### src/rtl/frame_pacing_queue_top_assert.svh
// Assertion macros shared by the frame pacing queue RTL.
// Each macro expands to one labeled concurrent assertion clocked on clk, disabled in rst.
`ifndef FRAME_PACING_QUEUE_TOP_ASSERT_SVH
`define FRAME_PACING_QUEUE_TOP_ASSERT_SVH

// Condition holds at every edge out of reset.
`define FPQ_ASSERT_ALWAYS(lbl, cond, msg) \
  lbl: assert property (@(posedge clk) disable iff (rst) (cond)) else $error(msg);

// Antecedent at one edge implies consequent at the next.
`define FPQ_ASSERT_NEXT(lbl, ante, cons, msg) \
  lbl: assert property (@(posedge clk) disable iff (rst) (ante) |=> (cons)) else $error(msg);

`endif

### src/rtl/fpq_pkg.sv
// Shared constants, codes and control structs for the frame pacing queue.
// No dependencies; imported by fpq_ctrl, fpq_dp and the top level.
package fpq_pkg;

  localparam int QUEUE_DEPTH  = 16;
  localparam int STALL_MARGIN = 8;
  localparam int MAX_RESULTS  = 16;
  localparam int AGE_SLACK    = 2;
  localparam int HOLD_CAP     = 4;

  localparam int IDX_W    = $clog2(QUEUE_DEPTH);
  localparam int CNT_W    = $clog2(QUEUE_DEPTH + 1);
  localparam int SUM_W    = CNT_W + 1;
  localparam int CMP_W    = $clog2(QUEUE_DEPTH + STALL_MARGIN + 16);
  localparam int N_W      = $clog2(MAX_RESULTS);
  localparam int RES_W    = 3;
  localparam int STEADY_W = 4;
  localparam int PERIOD_W = 20;
  localparam int LIMIT_W  = STEADY_W + PERIOD_W;
  localparam int CFG_W    = 20;
  localparam int CFG_IDX_W = 2;
  localparam int TIME_W   = 32;
  localparam int HANDLE_W = 16;
  localparam int EV_W     = 2;
  localparam int HELD_W   = 3;
  localparam int ENTRY_W  = HANDLE_W + TIME_W;
  localparam int IN_TDATA_W  = 48;
  localparam int OUT_TDATA_W = 24;
  localparam int OUT_PAD_W   = OUT_TDATA_W - HANDLE_W - HELD_W;

  localparam logic [RES_W-1:0]    RESERVE_RESET = 3'd1;
  localparam logic [PERIOD_W-1:0] PERIOD_RESET  = 20'd16667;

  // Result event codes
  localparam logic [EV_W-1:0] EV_DROP   = 2'd0;
  localparam logic [EV_W-1:0] EV_PICK   = 2'd1;
  localparam logic [EV_W-1:0] EV_HELD   = 2'd2;
  localparam logic [EV_W-1:0] EV_REJECT = 2'd3;

  // Configuration register indexes
  localparam logic [CFG_IDX_W-1:0] REG_RESERVE = 2'd0;
  localparam logic [CFG_IDX_W-1:0] REG_FLUSH   = 2'd1;
  localparam logic [CFG_IDX_W-1:0] REG_PERIOD  = 2'd2;

  typedef struct packed {
    logic            in_ready;
    logic            enq;
    logic            clr_n;
    logic            pop;
    logic            emit;
    logic [EV_W-1:0] ev;
    logic            last;
  } fpq_cmd_t;

  typedef struct packed {
    logic in_valid;
    logic in_tick;
    logic full;
    logic stall;
    logic aged;
    logic more;
    logic below;
    logic out_free;
  } fpq_stat_t;

endpackage

### src/rtl/fpq_ram.sv
// Generic single-write, single-read RAM with registered read data.
// Standalone; no package dependency.
module fpq_ram #(
  parameter int WIDTH = 8,
  parameter int DEPTH = 16
) (
  input  logic                     clk,
  input  logic                     we,
  input  logic [$clog2(DEPTH)-1:0] waddr,
  input  logic [WIDTH-1:0]         wdata,
  input  logic [$clog2(DEPTH)-1:0] raddr,
  output logic [WIDTH-1:0]         rdata
);

  logic [WIDTH-1:0] mem [DEPTH];

  always_ff @(posedge clk) begin
    if (we) begin
      mem[waddr] <= wdata;
    end
    rdata <= mem[raddr];
  end

endmodule

### src/rtl/fpq_ctrl.sv
// Sequencing state machine for the frame pacing queue.
// Depends on fpq_pkg for command/status structs and event codes.
module fpq_ctrl
  import fpq_pkg::*;
(
  input  logic      clk,
  input  logic      rst,
  input  fpq_stat_t stat,
  output fpq_cmd_t  cmd
);

  localparam logic [2:0] ST_IDLE   = 3'd0;
  localparam logic [2:0] ST_REJECT = 3'd1;
  localparam logic [2:0] ST_DECIDE = 3'd2;
  localparam logic [2:0] ST_STALL  = 3'd3;
  localparam logic [2:0] ST_FINAL  = 3'd4;

  logic [2:0] state;
  logic [2:0] state_next;

  always_ff @(posedge clk) begin
    if (rst) begin
      state <= ST_IDLE;
    end else begin
      state <= state_next;
    end
  end

  always_comb begin
    cmd        = '0;
    cmd.ev     = EV_DROP;
    state_next = state;
    case (state)
      ST_IDLE: begin
        cmd.in_ready = 1'b1;
        if (stat.in_valid) begin
          if (stat.in_tick) begin
            cmd.clr_n  = 1'b1;
            state_next = ST_DECIDE;
          end else if (stat.full) begin
            state_next = ST_REJECT;
          end else begin
            cmd.enq = 1'b1;
          end
        end
      end
      ST_REJECT: begin
        if (stat.out_free) begin
          cmd.emit   = 1'b1;
          cmd.ev     = EV_REJECT;
          cmd.last   = 1'b1;
          state_next = ST_IDLE;
        end
      end
      ST_DECIDE: begin
        if (stat.stall) begin
          state_next = ST_STALL;
        end else if (stat.aged) begin
          // drop one stale head frame before the pick
          if (stat.out_free) begin
            cmd.emit   = 1'b1;
            cmd.ev     = EV_DROP;
            cmd.pop    = 1'b1;
            state_next = ST_FINAL;
          end
        end else begin
          state_next = ST_FINAL;
        end
      end
      ST_STALL: begin
        if (stat.more) begin
          if (stat.out_free) begin
            cmd.emit = 1'b1;
            cmd.ev   = EV_DROP;
            cmd.pop  = 1'b1;
          end
        end else begin
          state_next = ST_FINAL;
        end
      end
      ST_FINAL: begin
        if (stat.out_free) begin
          cmd.emit   = 1'b1;
          cmd.last   = 1'b1;
          state_next = ST_IDLE;
          if (stat.below) begin
            cmd.ev = EV_HELD;
          end else begin
            cmd.ev  = EV_PICK;
            cmd.pop = 1'b1;
          end
        end
      end
      default: begin
        state_next = ST_IDLE;
      end
    endcase
  end

endmodule

### src/rtl/fpq_dp.sv
// Datapath of the frame pacing queue: config registers, slot RAM, pointers,
// age check, hold counter and output register. Depends on fpq_pkg and fpq_ram.
`include "frame_pacing_queue_top_assert.svh"

module fpq_dp
  import fpq_pkg::*;
(
  input  logic                   clk,
  input  logic                   rst,
  input  logic                   s_axis_tvalid,
  input  logic [IN_TDATA_W-1:0]  s_axis_tdata,
  input  logic                   s_axis_tuser,
  output logic                   m_axis_tvalid,
  input  logic                   m_axis_tready,
  output logic [OUT_TDATA_W-1:0] m_axis_tdata,
  output logic [EV_W-1:0]        m_axis_tuser,
  output logic                   m_axis_tlast,
  input  logic                   cfg_we,
  input  logic [CFG_IDX_W-1:0]   cfg_index,
  input  logic [CFG_W-1:0]       cfg_data,
  input  fpq_cmd_t               cmd,
  output fpq_stat_t              stat
);

  logic [RES_W-1:0]    reserve_depth;
  logic                flush_mode;
  logic [PERIOD_W-1:0] refresh_period;

  logic [IDX_W-1:0]    head;
  logic [IDX_W-1:0]    head_next;
  logic [CNT_W-1:0]    count;
  logic [SUM_W-1:0]    tail_sum;
  logic [IDX_W-1:0]    tail;
  logic [N_W-1:0]      n_drop;
  logic [HELD_W-1:0]   hold_count;
  logic [HELD_W-1:0]   held_sat;
  logic [LIMIT_W-1:0]  limit;
  logic [TIME_W-1:0]   time_lat;
  logic [HANDLE_W-1:0] handle_lat;
  logic [ENTRY_W-1:0]  rd_entry;
  logic [TIME_W-1:0]   age;
  logic [STEADY_W-1:0] steady;
  logic                take;
  logic                over;

  logic                o_valid;
  logic [EV_W-1:0]     o_ev;
  logic [HANDLE_W-1:0] o_handle;
  logic [HELD_W-1:0]   o_held;
  logic                o_last;

  always_ff @(posedge clk) begin
    if (rst) begin
      reserve_depth  <= RESERVE_RESET;
      flush_mode     <= 1'b0;
      refresh_period <= PERIOD_RESET;
    end else if (cfg_we) begin
      case (cfg_index)
        REG_RESERVE: reserve_depth  <= cfg_data[RES_W-1:0];
        REG_FLUSH:   flush_mode     <= cfg_data[0];
        REG_PERIOD:  refresh_period <= cfg_data[PERIOD_W-1:0];
        default: begin
        end
      endcase
    end
  end

  // Age threshold in microseconds, registered ahead of the compare
  always_ff @(posedge clk) begin
    limit <= (STEADY_W'(reserve_depth) + STEADY_W'(AGE_SLACK)) * LIMIT_W'(refresh_period);
  end

  assign take   = s_axis_tvalid && cmd.in_ready;
  assign steady = flush_mode ? STEADY_W'(1) : STEADY_W'(reserve_depth) + STEADY_W'(1);

  always_ff @(posedge clk) begin
    if (take) begin
      time_lat   <= s_axis_tdata[TIME_W-1:0];
      handle_lat <= s_axis_tdata[TIME_W +: HANDLE_W];
    end
  end

  assign head_next = !cmd.pop ? head :
                     (head == IDX_W'(QUEUE_DEPTH - 1)) ? '0 : head + 1'b1;
  assign tail_sum  = SUM_W'(head) + SUM_W'(count);
  assign tail      = (tail_sum >= SUM_W'(QUEUE_DEPTH)) ?
                     IDX_W'(tail_sum - SUM_W'(QUEUE_DEPTH)) : IDX_W'(tail_sum);

  always_ff @(posedge clk) begin
    if (rst) begin
      head   <= '0;
      count  <= '0;
      n_drop <= '0;
    end else begin
      head <= head_next;
      if (cmd.enq) begin
        count <= count + 1'b1;
      end else if (cmd.pop) begin
        count <= count - 1'b1;
      end
      if (cmd.clr_n) begin
        n_drop <= '0;
      end else if (cmd.pop) begin
        n_drop <= n_drop + 1'b1;
      end
    end
  end

  // Read at the next head so the registered read data holds the current head entry
  fpq_ram #(
    .WIDTH (ENTRY_W),
    .DEPTH (QUEUE_DEPTH)
  ) u_slots (
    .clk   (clk),
    .we    (cmd.enq),
    .waddr (tail),
    .wdata ({s_axis_tdata[TIME_W +: HANDLE_W], s_axis_tdata[TIME_W-1:0]}),
    .raddr (head_next),
    .rdata (rd_entry)
  );

  assign age  = time_lat - rd_entry[TIME_W-1:0];
  assign over = count > CNT_W'(steady);

  assign stat.in_valid = s_axis_tvalid;
  assign stat.in_tick  = s_axis_tuser;
  assign stat.full     = (count == CNT_W'(QUEUE_DEPTH));
  assign stat.stall    = CMP_W'(count) >= (CMP_W'(steady) + CMP_W'(STALL_MARGIN));
  assign stat.aged     = over && (age > TIME_W'(limit));
  assign stat.more     = over && (n_drop < N_W'(MAX_RESULTS - 1));
  assign stat.below    = count < CNT_W'(steady);
  assign stat.out_free = !o_valid || m_axis_tready;

  assign held_sat = (hold_count > HELD_W'(HOLD_CAP)) ? HELD_W'(HOLD_CAP) : hold_count;

  always_ff @(posedge clk) begin
    if (rst) begin
      hold_count <= '0;
    end else if (cmd.emit && cmd.ev == EV_PICK) begin
      hold_count <= HELD_W'(1);
    end else if (cmd.emit && cmd.ev == EV_HELD) begin
      if (hold_count != '0 && hold_count < HELD_W'(HOLD_CAP)) begin
        hold_count <= hold_count + 1'b1;
      end
    end
  end

  always_ff @(posedge clk) begin
    if (rst) begin
      o_valid <= 1'b0;
    end else if (cmd.emit) begin
      o_valid <= 1'b1;
    end else if (m_axis_tready) begin
      o_valid <= 1'b0;
    end
  end

  always_ff @(posedge clk) begin
    if (cmd.emit) begin
      o_ev   <= cmd.ev;
      o_last <= cmd.last;
      o_held <= (cmd.ev == EV_PICK) ? held_sat : '0;
      case (cmd.ev)
        EV_REJECT: o_handle <= handle_lat;
        EV_HELD:   o_handle <= '0;
        default:   o_handle <= rd_entry[ENTRY_W-1:TIME_W];
      endcase
    end
  end

  assign m_axis_tvalid = o_valid;
  assign m_axis_tdata  = {OUT_PAD_W'(0), o_held, o_handle};
  assign m_axis_tuser  = o_ev;
  assign m_axis_tlast  = o_last;

  `FPQ_ASSERT_ALWAYS(a_count_bound, count <= CNT_W'(QUEUE_DEPTH), "entry count above depth")
  `FPQ_ASSERT_ALWAYS(a_pop_nonempty, !cmd.pop || count != '0, "pop from empty queue")
  `FPQ_ASSERT_ALWAYS(a_emit_free, !cmd.emit || !o_valid || m_axis_tready, "result overwritten")
  `FPQ_ASSERT_NEXT(a_pick_hold, cmd.emit && cmd.ev == EV_PICK, hold_count == HELD_W'(1), "hold not reset on pick")

endmodule

### src/rtl/frame_pacing_queue_top.sv
// Top level of the frame pacing queue: controller plus datapath.
// Depends on fpq_pkg, fpq_ctrl, fpq_dp and fpq_ram.

// Frame pacing queue. Frame-ready transactions (tuser 0) enqueue a handle and
// its arrival time and produce no result. When the queue is full they produce
// one reject result instead, and the input stays blocked until that result is
// loaded into the output register. Refresh-tick transactions pass a decide
// state that checks depth and age and may drop one stale frame, then a final
// state that emits the pick or held result with tlast, then return to idle.
// A stall flush drops up to fifteen frames at one per cycle while the output
// register is free, before the final pick or held result. The slot memory
// read is registered and is issued at the next head, so the head entry is
// ready when the tick is checked. Output back-pressure stalls every step that
// emits a result. The next transaction is accepted in the cycle after the final
// result is loaded into the output register. Configuration writes must be
// issued while the block is idle.
module frame_pacing_queue_top
  import fpq_pkg::*;
(
  input  logic                   clk,
  input  logic                   rst,
  input  logic                   s_axis_tvalid,
  output logic                   s_axis_tready,
  input  logic [IN_TDATA_W-1:0]  s_axis_tdata,  // time_us[31:0], frame_handle[47:32]
  input  logic                   s_axis_tuser,  // kind
  output logic                   m_axis_tvalid,
  input  logic                   m_axis_tready,
  output logic [OUT_TDATA_W-1:0] m_axis_tdata,  // handle_out[15:0], held_refreshes[18:16], zero
  output logic [EV_W-1:0]        m_axis_tuser,  // event_res
  output logic                   m_axis_tlast,
  input  logic                   cfg_we,
  input  logic [CFG_IDX_W-1:0]   cfg_index,
  input  logic [CFG_W-1:0]       cfg_data
);

  fpq_cmd_t  cmd;
  fpq_stat_t stat;

  fpq_ctrl u_ctrl (
    .clk  (clk),
    .rst  (rst),
    .stat (stat),
    .cmd  (cmd)
  );

  fpq_dp u_dp (
    .clk           (clk),
    .rst           (rst),
    .s_axis_tvalid (s_axis_tvalid),
    .s_axis_tdata  (s_axis_tdata),
    .s_axis_tuser  (s_axis_tuser),
    .m_axis_tvalid (m_axis_tvalid),
    .m_axis_tready (m_axis_tready),
    .m_axis_tdata  (m_axis_tdata),
    .m_axis_tuser  (m_axis_tuser),
    .m_axis_tlast  (m_axis_tlast),
    .cfg_we        (cfg_we),
    .cfg_index     (cfg_index),
    .cfg_data      (cfg_data),
    .cmd           (cmd),
    .stat          (stat)
  );

  assign s_axis_tready = cmd.in_ready;

endmodule

### config.mk
export PLATFORM = sky130hd
export DESIGN_NAME = frame_pacing_queue_top
export DESIGN_NICKNAME = d
export VERILOG_FILES = /design/src/rtl/fpq_pkg.sv /design/src/rtl/fpq_ram.sv /design/src/rtl/fpq_ctrl.sv /design/src/rtl/fpq_dp.sv /design/src/rtl/frame_pacing_queue_top.sv
export VERILOG_INCLUDE_DIRS = /design/src /design/src/rtl
export SDC_FILE = /design/constraint.sdc
export NUM_CORES = 1
export LEC_CHECK = 0
export ABC_AREA = 1
export BUFFER_PORTS_ARGS = -buffer_cell sky130_fd_sc_hd__buf_2
export CORE_MARGIN = 3
export CORE_UTILIZATION = 43
export CTS_CLUSTER_SIZE = 28
export DETAILED_ROUTE_END_ITERATION = 12
export GPL_TIMING_DRIVEN = 0
export MAX_ROUTING_LAYER = met4
export PLACE_DENSITY = 0.64
export SLEW_MARGIN = 5
export SYNTH_ARGS = -nofsm -noshare
export SYNTH_HDL_FRONTEND = slang
export SYNTH_SLANG_ARGS = --single-unit
### constraint.sdc
create_clock -name clk -period 9.4 [get_ports clk]
set_input_delay 1.88 -clock clk [delete_from_list [all_inputs] [get_ports clk]]
set_output_delay 1.88 -clock clk [all_outputs]
set_load 0.005 [all_outputs]
==> results.py <==
metrics = {
    "global_route": {
        "track_usage_pct": 25.1,
        "grt_pass1_wl_um": 195000,
        "use_met1_pct": 31.7,
        "grt_antenna_before_repair": 7,
        "use_met2_pct": 40.5,
        "grt-busiest-layer": "met2",
        "grtUsageMet3_pct": 4.45,
        "overflow": 0,
        "grt_max_degree": 29,
        "grt_pass1_vias": 31581,
    },
    "placed_design": {
        "dp.cells": 6084,
        "portBuffers": 98,
        "routabilityCongestion": 0.885,
        "dpl.hpwl_um": 92500,
        "postPlaceCellArea_sq_mm": 0.0479,
    },
    "critical_path": {
        "crit_slowest_cell": "buf_1",
        "critPathKind": "reg2reg",
        "crit_family": "simple AND/OR/NAND/NOR gates",
        "startpoint_type": "flop",
        "path_max_fanout": 10,
        "worst_setup_path_end_kind": "flop",
        "crit_arrival_ns": 7.22,
        "worst-path-buf-inv": 3,
        "cp.required_ns": 9.92,
        "worst_path_most_repeated_cell": "nand2_1",
        "critPathMaxStageDelay_ns": 0.86,
    },
    "synth": {
        "syn_inst": 4578,
        "synth-edff-count": 838,
        "netlist-cell-type-count": 44,
        "ys_seq_elements": 954,
        "ys_async_sr_fraction_pct": 0,
        "synth_top_cell_by_area": "edfxtp_1",
        "synth_area_leaders": "edfxtp_1 56%, nand3_1 11%, inv_1 8.6%, nand2_1 7.6%, dfxtp_1 5.2%",
        "syn_area_per_cell_sq_um": 9.78,
        "syn_area_sq_mm": 0.0448,
        "ys_seq_area_share_pct": 61.4,
        "synthFlopType": "edfxtp_1",
        "synth_top_area_share_pct": 56.2,
        "yosys_warnings": 0,
    },
    "timing": {
        "hold-worst-slack_ns": 0.487,
        "finalClockSkew_ns": 0.0440,
        "min_period_ns": 6.70,
        "setup_tns_ns": 0,
        "hold_viol": 0,
        "setup_viol": 0,
        "timing.final.crit_share_pct": 71.3,
        "max_freq_mhz": 149,
        "tightest_slew_ns": 1.18,
        "slew-limit-headroom_pct": 21.5,
        "rsz0062_at_grt": "false",
        "drv_slew": 0,
    },
    "flow_run": {
        "drv_cap": 0,
    },
    "power_and_ir_drop": {
        "cellPowerDensity_mw_per_mm2": 331,
        "ir_drop_v": 0.000291,
        "p_leak_nw": 22.9,
    },
    "layout": {
        "nets": 5035,
        "final_cells": 6283,
        "drive_gt1_share_pct": 9.15,
        "fin_util_pct": 50.1,
        "num-fill-cells": 9149,
        "syn2layout_area_growth_pct": 14.7,
        "postLayoutCellArea_sq_mm": 0.0514,
    },
    "route": {
        "vias": 32803,
        "dr.pass1.iters": 6,
        "ant_nets": 0,
        "via_per_inst": 5.22,
        "routed_wl_um": 132000,
        "drt_iter0_drc": 3464,
        "avgRoutedWirePerCell_um": 21.1,
        "drc": 0,
    },
    "status": {
        "outcome": "finished, final reports clean",
    },
    "clocking": {
        "clk_path_buf_depth": 3,
        "cts_tree": "built",
        "post_cts_buffers": 0,
        "ctsHoldBuffers": 0,
        "clock_latency_ns": 0.70,
        "clock-sinks": 954,
        "cts_resized": 0,
        "ctsHtreeMaxLevel": 3,
        "cts_root_buffer": "clkbuf_16",
        "path_clk_slew_ns": 0.06,
        "numCtsBuffers": 101,
    },
    "hold_path": {
        "hp-class": "reg2reg",
    },
    "die": {
        "rows": 117,
        "dieArea_sq_mm": 0.108,
        "fp.coreArea_sq_mm": 0.103,
        "die_w_um": 329,
        "initial_utilization_pct": 43.7,
        "die_h_um": 329,
        "ios": 105,
    },
}
## power by group
group	leakage [nW]	switching (mW)	total [mW]	internal, mW
logic	12.7	5.42	7.65	2.23
registers	8.54	0.150	5.25	5.10
clock network	1.68	1.71	4.09	2.38
## synthesized netlist by cell type (31+ instances only)
| cell type | instances |
|---|---|
| fa_1 | 39 |
| buf_2 | 93 |
| nor2_1 | 119 |
| edfxtp_1 | 838 |
| nand2_1 | 904 |
| dfxtp_1 | 116 |
| nand3_1 | 962 |
| clkbuf_1 | 66 |
| inv_1 | 1023 |
| ha_1 | 101 |
| o21ai_0 | 45 |
| a21oi_1 | 77 |
| xor2_1 | 31 |
## final timing paths
| path | slack [ns] | cells past startpoint | from | end |
|---|---|---|---|---|
| worst max-delay path | 2.70 | 30 | u_dp.time_lat[0]$_DFFE_PP_ | u_dp.u_slots.rdata[1]$_DFF_P_ |
| worst min-delay path | 0.49 | 2 | u_dp.n_drop[1]$_SDFFE_PP0N_ | u_dp.n_drop[1]$_SDFFE_PP0N_ |
| worst max register to register | 2.70 | 30 | u_dp.time_lat[0]$_DFFE_PP_ | u_dp.u_slots.rdata[1]$_DFF_P_ |
| worst min register to register | 0.49 | 2 | u_dp.n_drop[1]$_SDFFE_PP0N_ | u_dp.n_drop[1]$_SDFFE_PP0N_ |
## cells in the final DEF (no fill, tap or decap), types with 3 or more instances in the layout
master and instances:
xor2_1 31, a211oi_1 6, nor2_4 17, nand3b_1 4, o21ai_0 45, nor3_1 13, inv_1 1023, clkinvlp_4 3
clkbuf_1 91, dfxtp_1 116, buf_12 23, a21boi_0 5, a31oi_1 6, o21bai_1 8, inv_6 3, clkinv_1 11
xnor2_1 19, nand3_1 962, buf_4 30, buf_2 191, clkbuf_16 101, conb_1 5, bufinv_16 8, buf_1 14
diode_2 7, and3_1 3, nand2_2 5, nor2_1 101, a22o_1 16, a21oi_1 77, clkbuf_8 21, edfxtp_1 838
ha_1 101, clkinv_2 15, o211ai_1 4, nand4_1 7, fa_1 39, clkinv_16 3, nand2_1 904, buf_16 11
## area by class of cell
class | count | area [sq um] | share of cell area, %
diodes | 7 | 17.5 | 0.0341
plain buffers | 203 | 991 | 1.93
clock buffers | 147 | 2910 | 5.66
clock inverters | 45 | 532 | 1.03
inverters | 1026 | 3850 | 7.49
multi-input cells | 2399 | 12600 | 24.5
flip-flops and latches | 954 | 27500 | 53.5
well taps | 1368 | 1710 | 3.33
repair buffers | 134 | 1280 | 2.48
## kinds of logic after synthesis
family | synth area share, %
compound gates | 2.29
fa+ha+maj | 4.56
simple gates | 19.9
flops | 61.4
xor+xnor | 1.05
buf+inv | 10.8
other cells | 0.00837
## registers in the layout (all words and copies together), names as in the netlist, 2 cells and up
register and flops:
u_dp.count 5, u_dp.refresh_period 20, u_dp.u_slots.rdata 48, u_dp.hold_count 3, u_dp.m_axis_tuser 2, u_dp.u_slots.mem 768
u_dp.head 4, u_dp.reserve_depth 3, u_dp.o_handle 16, u_dp.handle_lat 16, u_dp.limit 24, u_dp.n_drop 4
u_dp.time_lat 32, u_dp.o_held 3, u_ctrl.state 3
## worst reg2reg max path, delay by kind of cell (launching register included)
kind / cells / cell delay [ns]
and+or+nand+nor: 23 / 4.07
buffers and inverters: 3 / 1.01
adders and majority gates: 3 / 0.92
DFF: 1 / 0.36
xor gates and xnor gates: 1 / 0.20
## metrics by stage
| stage | power [mW] | setup slack, ns |
|---|---|---|
| detailed placement | 12.9 | 2.73 |
| finish | 17.0 | 2.70 |
| global route | 18.0 | 2.39 |
| floorplan | 10.0 | 4.28 |
| global placement | 12.7 | 1.50 |
| CTS | 17.0 | 2.68 |
## per-layer routing
layer  vias up  part of all wire [%]
li1      15326                     -
met2      1458                    48
met5         -                     0
met3       302                   8.8
met4         0                   3.8
met1     15717                    40
Power figures use the tool's default switching activity.
